## src/design/gahd_pkg.sv

```systemverilog
// shared constants for the gas alarm hysteresis debounce block
`timescale 1ns / 1ps
`default_nettype none

package gahd_pkg;

    // register field widths
    localparam int unsigned THRESH_W   = 14;
    localparam int unsigned HYST_W     = 12;
    localparam int unsigned MARGIN_W   = 12;
    localparam int unsigned DEBOUNCE_W = 7;
    localparam int unsigned RELEASE_W  = 8;
    localparam int unsigned TICK_W     = 9;

    // result field widths
    localparam int unsigned LEVEL_W = 2;
    localparam int unsigned PPM_W   = 10;
    localparam int unsigned MV_W    = 12;
    localparam int unsigned COUNT_W = 8;
    localparam int unsigned PHASE_W = 10;

    // alarm level codes
    localparam logic [LEVEL_W-1:0] LEVEL_SAFE  = 2'd0;
    localparam logic [LEVEL_W-1:0] LEVEL_WARN  = 2'd1;
    localparam logic [LEVEL_W-1:0] LEVEL_ALARM = 2'd2;

    // apb map
    localparam int unsigned ADDR_W     = 5;
    localparam int unsigned DATA_W     = 32;
    localparam int unsigned REG_IDX_W  = 3;

    typedef logic [REG_IDX_W-1:0] t_reg_idx;

    localparam t_reg_idx REG_THRESHOLD = 3'd0;
    localparam t_reg_idx REG_HYST      = 3'd1;
    localparam t_reg_idx REG_MARGIN    = 3'd2;
    localparam t_reg_idx REG_DEBOUNCE  = 3'd3;
    localparam t_reg_idx REG_RELEASE   = 3'd4;
    localparam t_reg_idx REG_TICK      = 3'd5;

    // register reset values
    localparam logic [THRESH_W-1:0]   RST_THRESHOLD = 14'd1000;
    localparam logic [HYST_W-1:0]     RST_HYST      = 12'd200;
    localparam logic [MARGIN_W-1:0]   RST_MARGIN    = 12'd300;
    localparam logic [DEBOUNCE_W-1:0] RST_DEBOUNCE  = 7'd3;
    localparam logic [RELEASE_W-1:0]  RST_RELEASE   = 8'd9;
    localparam logic [TICK_W-1:0]     RST_TICK      = 9'd10;

    // conversion constants
    localparam longint unsigned FULL_SCALE_MV = 64'd3300;
    localparam logic [12:0] SMV_CUTOFF  = 13'd4950;
    localparam logic [12:0] SMV_BASE    = 13'd5000;
    // floor(v / 5) as (v * DIV5_MUL) >> DIV5_SHIFT, exact for v below 52428
    localparam logic [15:0] DIV5_MUL    = 16'd52429;
    localparam int unsigned DIV5_SHIFT  = 18;
    localparam int unsigned DIV5_PROD_W = 29;

    // phase constants in ms
    localparam logic [10:0] PHASE_WRAP = 11'd1000;
    localparam logic [PHASE_W-1:0] PHASE_HALF = 10'd500;

    localparam logic [COUNT_W-1:0] COUNT_MAX = 8'd255;

endpackage

`default_nettype wire

```

## src/design/gas_alarm_hysteresis_debounce.sv

```systemverilog
// top level of the gas alarm with hysteresis and debounce
//
//  channel | direction | signals                              | beat
//  --------+-----------+--------------------------------------+-----------------------------
//  in      | to block  | i_valid, o_ready, i_filtered_adc,    | one sensor tick
//          |           | i_gas_pin                            |
//  out     | from block| o_valid, i_ready, o_alarm_level ...  | one result per tick
//  apb     | to block  | psel, penable, pwrite, paddr, pwdata,| one register write or read
//          |           | prdata, pready                       |
//
//  one beat accepted per cycle unless a stalled output fills all stages
//  stages: input register, millivolt register (scale multiply), result register
//  (ppm divide by five, level machine); the level machine steps as a tick enters the
//  result register
//  a stalled output holds all stages that are full; empty stages still fill
//  synchronous active-low reset restores the register defaults and the safe level
`timescale 1ns / 1ps
`default_nettype none

module gas_alarm_hysteresis_debounce #(
    parameter int unsigned ADC_BITS = 12
) (
    input  wire logic                           i_clk,
    input  wire logic                           i_rst_n,
    input  wire logic                           i_valid,
    output      logic                           o_ready,
    input  wire logic [ADC_BITS-1:0]            i_filtered_adc,
    input  wire logic                           i_gas_pin,
    output      logic                           o_valid,
    input  wire logic                           i_ready,
    output      logic [gahd_pkg::LEVEL_W-1:0]   o_alarm_level,
    output      logic [gahd_pkg::PPM_W-1:0]     o_gas_ppm,
    output      logic                           o_relay_on,
    output      logic                           o_red_led,
    output      logic                           o_green_led,
    output      logic                           o_buzzer_on,
    input  wire logic                           psel,
    input  wire logic                           penable,
    input  wire logic                           pwrite,
    input  wire logic [gahd_pkg::ADDR_W-1:0]    paddr,
    input  wire logic [gahd_pkg::DATA_W-1:0]    pwdata,
    output      logic [gahd_pkg::DATA_W-1:0]    prdata,
    output      logic                           pready
);

    // millivolts = reading * 3300 / (2^N - 1), done as a multiply by a rounded-up
    // reciprocal scaled by 2^(2N), exact over the whole reading range
    localparam longint unsigned ADC_FULL = (64'd1 << ADC_BITS) - 64'd1;
    localparam longint unsigned MV_COEF_VAL =
        ((gahd_pkg::FULL_SCALE_MV << (2 * ADC_BITS)) + ADC_FULL - 64'd1) / ADC_FULL;
    localparam int unsigned MV_COEF_W = ADC_BITS + 12;
    localparam int unsigned MV_PROD_W = ADC_BITS + MV_COEF_W;
    localparam logic [MV_COEF_W-1:0] MV_COEF = MV_COEF_W'(MV_COEF_VAL);

    typedef enum logic [gahd_pkg::LEVEL_W-1:0] {
        ST_SAFE  = gahd_pkg::LEVEL_SAFE,
        ST_WARN  = gahd_pkg::LEVEL_WARN,
        ST_ALARM = gahd_pkg::LEVEL_ALARM
    } t_level;

    // configuration registers
    logic [gahd_pkg::THRESH_W-1:0]   r_threshold;
    logic [gahd_pkg::HYST_W-1:0]     r_hyst;
    logic [gahd_pkg::MARGIN_W-1:0]   r_margin;
    logic [gahd_pkg::DEBOUNCE_W-1:0] r_debounce;
    logic [gahd_pkg::RELEASE_W-1:0]  r_release;
    logic [gahd_pkg::TICK_W-1:0]     r_tick_ms;

    logic                     cfg_write;
    gahd_pkg::t_reg_idx       cfg_idx;

    // pipeline
    logic                     r_a_valid;
    logic [ADC_BITS-1:0]      r_a_adc;
    logic                     r_a_pin;
    logic                     r_b_valid;
    logic [gahd_pkg::MV_W-1:0] r_b_mv;
    logic                     r_b_pin;
    logic                     r_out_valid;

    logic                     out_adv;
    logic                     b_adv;
    logic                     a_adv;
    logic                     b_fire;

    logic [MV_PROD_W-1:0]     mv_prod;
    logic [gahd_pkg::MV_W-1:0] mv;

    logic [12:0]              smv;
    logic                     ppm_zero;
    logic [12:0]              ppm_num;
    logic [gahd_pkg::DIV5_PROD_W-1:0] ppm_prod;
    logic [gahd_pkg::PPM_W-1:0] ppm;

    logic [14:0]              entry_lvl;
    logic [14:0]              escalate_lvl;
    logic [gahd_pkg::THRESH_W-1:0] release_lvl;
    logic                     ppm_ge_entry;
    logic                     ppm_ge_escalate;
    logic                     ppm_low;

    // level machine
    t_level                   r_level;
    t_level                   n_level;
    logic [gahd_pkg::COUNT_W-1:0] r_count;
    logic [gahd_pkg::COUNT_W-1:0] n_count;
    logic [gahd_pkg::COUNT_W-1:0] count_inc;
    logic [gahd_pkg::PHASE_W-1:0] r_phase;
    logic [gahd_pkg::PHASE_W-1:0] n_phase;
    logic [10:0]              phase_sum;

    logic [gahd_pkg::LEVEL_W-1:0] r_out_level;
    logic [gahd_pkg::PPM_W-1:0]   r_out_ppm;
    logic                     r_out_relay;
    logic                     r_out_red;
    logic                     r_out_green;
    logic                     r_out_buzzer;

    // apb
    assign pready    = 1'b1;
    assign cfg_idx   = paddr[gahd_pkg::ADDR_W-1:2];
    assign cfg_write = psel && penable && pwrite && pready;

    always_ff @(posedge i_clk) begin
        if (!i_rst_n) begin
            r_threshold <= gahd_pkg::RST_THRESHOLD;
            r_hyst      <= gahd_pkg::RST_HYST;
            r_margin    <= gahd_pkg::RST_MARGIN;
            r_debounce  <= gahd_pkg::RST_DEBOUNCE;
            r_release   <= gahd_pkg::RST_RELEASE;
            r_tick_ms   <= gahd_pkg::RST_TICK;
        end else if (cfg_write) begin
            unique case (cfg_idx)
                gahd_pkg::REG_THRESHOLD: begin
                    r_threshold <= pwdata[gahd_pkg::THRESH_W-1:0];
                end
                gahd_pkg::REG_HYST: begin
                    r_hyst <= pwdata[gahd_pkg::HYST_W-1:0];
                end
                gahd_pkg::REG_MARGIN: begin
                    r_margin <= pwdata[gahd_pkg::MARGIN_W-1:0];
                end
                gahd_pkg::REG_DEBOUNCE: begin
                    r_debounce <= pwdata[gahd_pkg::DEBOUNCE_W-1:0];
                end
                gahd_pkg::REG_RELEASE: begin
                    r_release <= pwdata[gahd_pkg::RELEASE_W-1:0];
                end
                gahd_pkg::REG_TICK: begin
                    r_tick_ms <= pwdata[gahd_pkg::TICK_W-1:0];
                end
                default: begin
                end
            endcase
        end
    end

    always_comb begin
        unique case (cfg_idx)
            gahd_pkg::REG_THRESHOLD: prdata = gahd_pkg::DATA_W'(r_threshold);
            gahd_pkg::REG_HYST:      prdata = gahd_pkg::DATA_W'(r_hyst);
            gahd_pkg::REG_MARGIN:    prdata = gahd_pkg::DATA_W'(r_margin);
            gahd_pkg::REG_DEBOUNCE:  prdata = gahd_pkg::DATA_W'(r_debounce);
            gahd_pkg::REG_RELEASE:   prdata = gahd_pkg::DATA_W'(r_release);
            gahd_pkg::REG_TICK:      prdata = gahd_pkg::DATA_W'(r_tick_ms);
            default:                 prdata = '0;
        endcase
    end

    // flow control
    assign out_adv = !r_out_valid || i_ready;
    assign b_adv   = !r_b_valid || out_adv;
    assign a_adv   = !r_a_valid || b_adv;
    assign b_fire  = r_b_valid && out_adv;
    assign o_ready = a_adv;

    // stage a: input register, stage b: millivolts
    assign mv_prod = MV_PROD_W'(r_a_adc) * MV_PROD_W'(MV_COEF);
    assign mv      = mv_prod[MV_PROD_W-1 -: gahd_pkg::MV_W];

    always_ff @(posedge i_clk) begin
        if (!i_rst_n) begin
            r_a_valid <= 1'b0;
            r_b_valid <= 1'b0;
        end else begin
            if (a_adv) begin
                r_a_valid <= i_valid;
            end
            if (b_adv) begin
                r_b_valid <= r_a_valid;
            end
        end
        if (a_adv && i_valid) begin
            r_a_adc <= i_filtered_adc;
            r_a_pin <= i_gas_pin;
        end
        if (b_adv && r_a_valid) begin
            r_b_mv  <= mv;
            r_b_pin <= r_a_pin;
        end
    end

    // ppm and level compares
    assign smv      = {r_b_mv, 1'b0};
    assign ppm_zero = smv >= gahd_pkg::SMV_CUTOFF;
    assign ppm_num  = gahd_pkg::SMV_BASE - smv;
    assign ppm_prod = gahd_pkg::DIV5_PROD_W'(ppm_num)
                    * gahd_pkg::DIV5_PROD_W'(gahd_pkg::DIV5_MUL);
    assign ppm      = ppm_zero ? '0
                    : ppm_prod[gahd_pkg::DIV5_SHIFT +: gahd_pkg::PPM_W];

    assign entry_lvl       = 15'(r_threshold) + 15'(r_hyst);
    assign escalate_lvl    = entry_lvl + 15'(r_margin);
    assign release_lvl     = r_threshold - gahd_pkg::THRESH_W'(r_hyst);
    assign ppm_ge_entry    = 15'(ppm) >= entry_lvl;
    assign ppm_ge_escalate = 15'(ppm) >= escalate_lvl;
    assign ppm_low         = (r_threshold >= gahd_pkg::THRESH_W'(r_hyst))
                          && (gahd_pkg::THRESH_W'(ppm) < release_lvl);

    always_comb begin
        phase_sum = 11'(r_phase) + 11'(r_tick_ms);
        if (phase_sum >= gahd_pkg::PHASE_WRAP) begin
            n_phase = gahd_pkg::PHASE_W'(phase_sum - gahd_pkg::PHASE_WRAP);
        end else begin
            n_phase = gahd_pkg::PHASE_W'(phase_sum);
        end
        count_inc = (r_count == gahd_pkg::COUNT_MAX) ? r_count : r_count + 8'd1;
        n_level   = r_level;
        n_count   = '0;
        unique case (r_level)
            ST_SAFE: begin
                if (ppm_ge_entry || r_b_pin) begin
                    if (count_inc >= 8'(r_debounce)) begin
                        n_level = ST_WARN;
                    end else begin
                        n_count = count_inc;
                    end
                end
            end
            ST_WARN: begin
                if (ppm_ge_escalate) begin
                    if (count_inc >= 8'(r_debounce)) begin
                        n_level = ST_ALARM;
                    end else begin
                        n_count = count_inc;
                    end
                end else if (ppm_low) begin
                    if (count_inc >= 8'(r_debounce)) begin
                        n_level = ST_SAFE;
                    end else begin
                        n_count = count_inc;
                    end
                end
            end
            ST_ALARM: begin
                if (ppm_low) begin
                    if (count_inc >= r_release) begin
                        n_level = ST_SAFE;
                    end else begin
                        n_count = count_inc;
                    end
                end
            end
            default: begin
                n_level = ST_SAFE;
            end
        endcase
    end

    always_ff @(posedge i_clk) begin
        if (!i_rst_n) begin
            r_level     <= ST_SAFE;
            r_count     <= '0;
            r_phase     <= '0;
            r_out_valid <= 1'b0;
        end else begin
            if (out_adv) begin
                r_out_valid <= r_b_valid;
            end
            if (b_fire) begin
                r_level      <= n_level;
                r_count      <= n_count;
                r_phase      <= n_phase;
                r_out_level  <= n_level;
                r_out_ppm    <= ppm;
                r_out_relay  <= (n_level == ST_ALARM);
                r_out_red    <= (n_level != ST_SAFE);
                r_out_green  <= (n_level == ST_SAFE);
                r_out_buzzer <= (n_level == ST_ALARM)
                             || ((n_level == ST_WARN) && (n_phase >= gahd_pkg::PHASE_HALF));
            end
        end
    end

    assign o_valid       = r_out_valid;
    assign o_alarm_level = r_out_level;
    assign o_gas_ppm     = r_out_ppm;
    assign o_relay_on    = r_out_relay;
    assign o_red_led     = r_out_red;
    assign o_green_led   = r_out_green;
    assign o_buzzer_on   = r_out_buzzer;

endmodule

`default_nettype wire

```

## config.mk

```make
export PLATFORM = sky130hd
export DESIGN_NAME = gas_alarm_hysteresis_debounce
export DESIGN_NICKNAME = d
export VERILOG_FILES = /design/src/design/gahd_pkg.sv /design/src/design/gas_alarm_hysteresis_debounce.sv
export SDC_FILE = /design/constraint.sdc
export NUM_CORES = 1
export LEC_CHECK = 0
export BUFFER_PORTS_ARGS = -buffer_cell sky130_fd_sc_hd__buf_2
export CAP_MARGIN = 40
export CORE_ASPECT_RATIO = 0.8
export CORE_MARGIN = 1.5
export CORE_UTILIZATION = 55
export DETAILED_ROUTE_END_ITERATION = 8
export PLACE_DENSITY = 0.78
export SLEW_MARGIN = 15
export SYNTH_ARGS = -nofsm -noshare
export SYNTH_HDL_FRONTEND = slang
export SYNTH_SLANG_ARGS = --single-unit
```

## constraint.sdc

```tcl
create_clock -name i_clk -period 22.2 [get_ports i_clk]
set_input_delay 2.22 -clock i_clk [delete_from_list [all_inputs] [get_ports i_clk]]
set_output_delay 2.22 -clock i_clk [all_outputs]
set_load 0.1 [all_outputs]
```

==> results of run 1 <==
## logic make-up after synthesis
| group | Yosys count |
|---|---|
| AND/OR/NAND/NOR | 434 |
| adder cells (fa/ha/maj) | 385 |
| buffers and inverters | 342 |
| AO/OA/AOI/OAI | 319 |
| flip-flops | 127 |
| XOR/XNOR | 71 |
| multiplexers | 43 |
| other | 2 |
## per-layer routing
layer / vias up / part of all wire, % / GRT usage (%)
met3: 39 / 7.3 / 4.93
met2: 403 / 45 / 40.6
met1: 5935 / 46 / 37.3
met4: 0 / 1.5 / 6.52
li1: 5949 / - / -
met5: - / 0 / 0
## cell usage in the layout (no fill, tap or decap), types with 10 or more instances in the layout
| master | instances |
|---|---|
| a31oi_1 | 13 |
| o21a_1 | 14 |
| nand2_1 | 132 |
| nand2b_1 | 18 |
| xnor2_1 | 45 |
| xor2_1 | 25 |
| o21bai_1 | 10 |
| clkbuf_16 | 17 |
| fa_1 | 122 |
| a21o_1 | 24 |
| buf_4 | 13 |
| mux2i_1 | 36 |
| inv_1 | 283 |
| edfxtp_1 | 42 |
| dfxtp_1 | 85 |
| conb_1 | 19 |
| nor3_1 | 30 |
| nor2b_1 | 18 |
| buf_2 | 68 |
| a211oi_1 | 13 |
| nand4_1 | 13 |
| a21oi_1 | 92 |
| o21ai_0 | 48 |
| and2_1 | 12 |
| ha_1 | 263 |
| o211ai_1 | 13 |
| nand3_1 | 36 |
| nor2_1 | 122 |
## worst max-delay path: cells and delay by family (launching register included)
| kind | cells | cell delay, ns |
|---|---|---|
| XOR/XNOR | 3 | 0.88 |
| AO/OA/AOI/OAI | 12 | 3.01 |
| AND/OR/NAND/NOR | 7 | 1.94 |
| buffers and inverters | 5 | 0.46 |
| flip-flops | 1 | 0.48 |
| adder cells (fa/ha/maj) | 7 | 2.79 |
## how the worst max path moves through the flow
stage	startpoint	end	slack, ns	depth (start not counted)
final	r_b_mv[0]	r_count[1]	12.54	34
after global routing	r_b_mv[0]	r_count[5]	11.66	34
after CTS	r_b_mv[0]	o_red_led	12.33	34
after detailed placement	r_b_mv[0]	o_red_led	12.34	34
after global placement	r_b_mv[0]	o_red_led	12.62	33
after floorplan	r_b_mv[0]	o_red_led	14.26	32
## registers in the layout, indices dropped and copies added, names as in the netlist, 8 cells and up
signal / count
r_threshold: 14
r_phase: 10
o_gas_ppm: 10
r_margin: 12
r_b_mv: 12
r_release: 8
r_hyst: 12
r_a_adc: 12
r_count: 8
r_tick_ms: 9
## layout make-up
| type | instances | area (µm²) |
|---|---|---|
| Clock buffer | 19 | 443 |
| Clock inverter | 13 | 128 |
| Fill cell | 2423 | 10800 |
| Inverter | 284 | 1070 |
| Multi-Input combinational cell | 1271 | 11200 |
| Sequential cell | 127 | 2960 |
| Tap cell | 364 | 455 |
| Timing Repair Buffer | 82 | 443 |
## Yosys cell counts, types with 4 or more instances
master     instances
and2_1            12
nor3_1            30
o21bai_1          10
a31oi_1           13
nor4_1            10
a211oi_1          13
dfxtp_1           85
mux2i_1           36
o21ai_1            7
nor2_1           122
mux2_2             4
xor2_1            25
and3_1             9
buf_4             19
xnor2_1           45
or2_2              5
nand4_1           13
ha_1             263
edfxtp_1          42
o2111ai_1          7
o21a_1            14
a21o_1            24
a21oi_1           92
o21ai_0           48
clkbuf_1          31
o221ai_1           5
nand2b_1          18
o211ai_1          13
nand2_1          132
o22ai_1            9
nor2b_1           18
o211ai_2           4
a22o_1             5
nor3b_1            5
a22oi_1            7
or3_1              7
fa_1             122
buf_1              5
a311oi_1           5
inv_1            284
nand3_1           36
## per-stage QoR
stage	cell area, µm²	instances
6_report	16700	2160
5_1_grt	16700	2160
4_1_cts	16700	2159
3_5_place_dp	16100	2127
3_3_place_gp	16100	2125
2_1_floorplan	15500	1740
==> results.json, run 1 <==
{
  "cp_data_arrival_time_ns": 10.02,
  "synth-simple-area-share_pct": 13.3,
  "hold_path.class": "reg2reg",
  "setup_ws_ns": 12.54,
  "grtUsageTotal_pct": 26.1,
  "drtPass1Iterations": 5,
  "drc": 0,
  "max_freq_ghz": 0.104,
  "die_h_um": 153,
  "overflow": 0,
  "cp.required_ns": 22.56,
  "finalSetupTns_ns": 0,
  "clock_sinks": 127,
  "clkTransAtPathRegs_ns": 0.06,
  "vias": 12326,
  "rsz0062_at_grt": "no",
  "critPathMaxFanout": 7,
  "clock_latency_ns": 0.43,
  "cts_resized": 0,
  "netlist_area_mm2": 0.0154,
  "numCtsBuffers": 17,
  "synthXorXnorAreaFrac_pct": 4.15,
  "clock_tree.buffer_depth": 2,
  "synth_compound_area_share_pct": 14.3,
  "worst_setup_path_start_kind": "register",
  "cts-htree-levels": 4,
  "finClkSkew_ns": 0.0127,
  "layout.nets": 2225,
  "area_growth_pct": 8.08,
  "drive_gt1_share_pct": 8.41,
  "min_path_cells": 0,
  "die_width_um": 190,
  "holdWs_ns": 0.426,
  "worstHoldStart": "r_a_pin",
  "critPathKind": "reg2reg",
  "die_area_mm2": 0.0291,
  "timing.critical_path.mode_cell": "inv_1",
  "cts-root-buf": "clkbuf_16",
  "grt_start_max_net_pins": 59,
  "rr_endpoint": "r_count[1]",
  "hold_end": "r_b_pin",
  "critPathCaptureType": "register",
  "synth-edff-count": 42,
  "ys_seq_elements": 127,
  "synthMuxAreaShare_pct": 3.07,
  "synth_top_area_share_pct": 21.3,
  "tightest_slew_ns": 0.901,
  "status": "finished clean",
  "synthCells": 1723,
  "async_flop_share_pct": 0,
  "relSlewSlack_pct": 39.0,
  "viasPerCell": 5.71,
  "drt-initial-drc-count": 1021,
  "synthTopCellsByArea": "ha_1, fa_1, dfxtp_1, edfxtp_1, inv_1",
  "start_util_pct": 56.2,
  "final_util_pct": 60.8,
  "yosys.area.top_type": "ha_1",
  "drv_slew": 0,
  "reg2reg_slack_ns": 12.54,
  "hold_viol_final": 0,
  "gp_congestion": 0.925,
  "grt_pass1_vias": 12183,
  "report.final.setup_viol": 0,
  "hold_buffers": 0,
  "synth_cell_types": 87,
  "antenna_found_initial": 0,
  "dp_slack_ns": 12.34,
  "r2r-start": "r_b_mv[0]",
  "finalCritPeriodShare_pct": 43.5,
  "io_buffer_count": 68,
  "fp-row-count": 54,
  "synth_seq_area_share_pct": 19.2,
  "hpwl_mm": 30.2,
  "min_period_ns": 9.66,
  "detail_route.wl_per_cell_um": 17.0,
  "wirelength_mm": 36.8,
  "post-cts-setup-buffer-count": 0,
  "cts_tree": "built",
  "worst_path_largest_cell_delay_ns": 0.66,
  "critPathSlowestCell": "nor4b_1",
  "avgSynthCellArea_um2": 8.95,
  "yosysWarnings": 0,
  "r2r_cells": 34,
  "insertedDiodeCount": 0,
  "synthAdderAreaFrac_pct": 37.2,
  "synth_top_family_by_area": "adder cells",
  "drtAntennaViolNets": 0,
  "coreArea_mm2": 0.0274,
  "maxCapViolations": 0,
  "synthFlopType": "dfxtp_1",
  "grt_first_pass_wirelength_mm": 60.3,
  "io_pins": 108
}
Power of run 1 is left out: the tool's default activity adds up to more than one toggle a clock period on the data nets, which glitch-free logic cannot reach.
==> run 2, diff against run 1 <==
==> constraint.sdc (replaced) <==
create_clock -name i_clk -period 9.96 [get_ports i_clk]
set_input_delay 0.996 -clock i_clk [delete_from_list [all_inputs] [get_ports i_clk]]
set_output_delay 0.996 -clock i_clk [all_outputs]
set_load 0.1 [all_outputs]
==> run 2 against run 1 <==
Critical path type unchanged. Cell count up 0.14%. Clock-buffer cell count unchanged. Die area unchanged. Worst setup slack worse by 12 ns. Utilization up 0.22 points. Sequential cell count unchanged. Wire length up 1.4%.
==> results.json, run 2 (same netlist as run 1, synthesis figures left out) <==
{
  "die_h_um": 153,
  "drv_slew": 0,
  "detail_route.wl_per_cell_um": 17.3,
  "rsz0062_at_grt": "no",
  "gp_congestion": 0.923,
  "holdWs_ns": 0.430,
  "drtPass1Iterations": 6,
  "finClkSkew_ns": 0.0117,
  "insertedDiodeCount": 0,
  "io_pins": 108,
  "final_cell_mix": "inv_1, ha_1, nand2_1, nor2_1, fa_1",
  "grtUsageTotal_pct": 26.5,
  "grt_first_pass_wirelength_mm": 60.8,
  "report.final.setup_viol": 0,
  "regMostFlops": "r_threshold",
  "grt_pass1_vias": 12097,
  "die_area_mm2": 0.0291,
  "fp-row-count": 54,
  "start_util_pct": 56.2,
  "clock_latency_ns": 0.43,
  "max_freq_ghz": 0.107,
  "coreArea_mm2": 0.0274,
  "timing.critical_path.mode_cell": "nor2_1",
  "wirelength_mm": 37.3,
  "viasPerCell": 5.69,
  "min_period_ns": 9.35,
  "die_width_um": 190,
  "finalSetupTns_ns": 0,
  "largest_reg_flops": 14,
  "clock_tree.buffer_depth": 2,
  "post-cts-setup-buffer-count": 0,
  "cp.required_ns": 10.14,
  "grt_start_max_net_pins": 39,
  "drtAntennaViolNets": 0,
  "clock_sinks": 127,
  "maxCapViolations": 0,
  "worst_path_largest_cell_delay_ns": 0.58,
  "layout.nets": 2228,
  "critPathSlowestCell": "a2111oi_2",
  "final_common_cell": "inv_1",
  "antenna_found_initial": 1,
  "vias": 12301,
  "worst_setup_path_start_kind": "register",
  "drc": 0,
  "relSlewSlack_pct": 32.6,
  "area_growth_pct": 8.47,
  "finalCritPeriodShare_pct": 93.9,
  "numCtsBuffers": 17,
  "tightest_slew_ns": 0.995,
  "clkTransAtPathRegs_ns": 0.06,
  "critPathCaptureType": "register",
  "drive_gt1_share_pct": 8.67,
  "cts-htree-levels": 4,
  "hold_viol_final": 0,
  "critPathMaxFanout": 7,
  "cts-root-buf": "clkbuf_16",
  "status": "finished clean",
  "cts_tree": "built",
  "drt-initial-drc-count": 1046,
  "overflow": 0,
  "cp_data_arrival_time_ns": 9.53,
  "hold_path.class": "reg2reg",
  "io_buffer_count": 68,
  "critPathKind": "reg2reg",
  "hpwl_mm": 30.4
}
-- run 2: stage by stage --
step,std cells,instance area (µm²),utilization (%),setup WS [ns]
CTS,2163,16700,60.9,0.545
finish,2163,16700,61.0,0.609
floorplan,1740,15500,-,2.02
global route,2163,16700,61.0,0.0436
detailed placement,2131,16100,58.8,0.576
global placement,2129,16100,58.7,0.888
-- run 2: layer usage --
| layer | global-route usage (%) | up-vias | share of wire, % |
|---|---|---|---|
| met3 | 4.38 | 44 | 6.5 |
| li1 | - | 5961 | - |
| met2 | 41.3 | 414 | 44 |
| met1 | 38.2 | 5880 | 47 |
| met5 | 0 | - | 0.051 |
| met4 | 6.41 | 2 | 1.6 |
-- run 2: layout make-up --
class                      instances  area [µm²]
sequential                       127        2960
clock buffer                      19         458
tap                              364         455
multi-input combinational       1271       11200
inverter                         284        1070
timing repair buffer              85         468
fill                            2354       10700
clock inverter                    13         140
-- run 2: worst paths after layout --
| path | startpoint | to | slack, ns | cells past startpoint |
|---|---|---|---|---|
| hold reg to reg | r_a_pin | r_b_pin | 0.43 | 0 |
| setup reg to reg | r_b_mv[0] | o_red_led | 0.61 | 33 |
| hold / removal | r_a_pin | r_b_pin | 0.43 | 0 |
| setup / recovery | r_b_mv[0] | o_red_led | 0.61 | 33 |
-- run 2: worst max-delay path: cells and delay by family (launching register included) --
kind | cells | cell delay [ns]
AOI/OAI and AO/OA | 13 | 3.44
and+or+nand+nor | 8 | 1.67
DFF | 1 | 0.48
buffers and inverters | 3 | 0.29
xor gates and xnor gates | 2 | 0.37
adders and majority gates | 7 | 2.88
-- run 2: repair_timing --
action / CTS / global route
hold endpoints to repair: 0 / 0
hold buffers: 0 / 0
gates resized for setup: 0 / 1
endpoints found under the setup margin: 0 / 5
Power of run 2 is left out for the same reason.
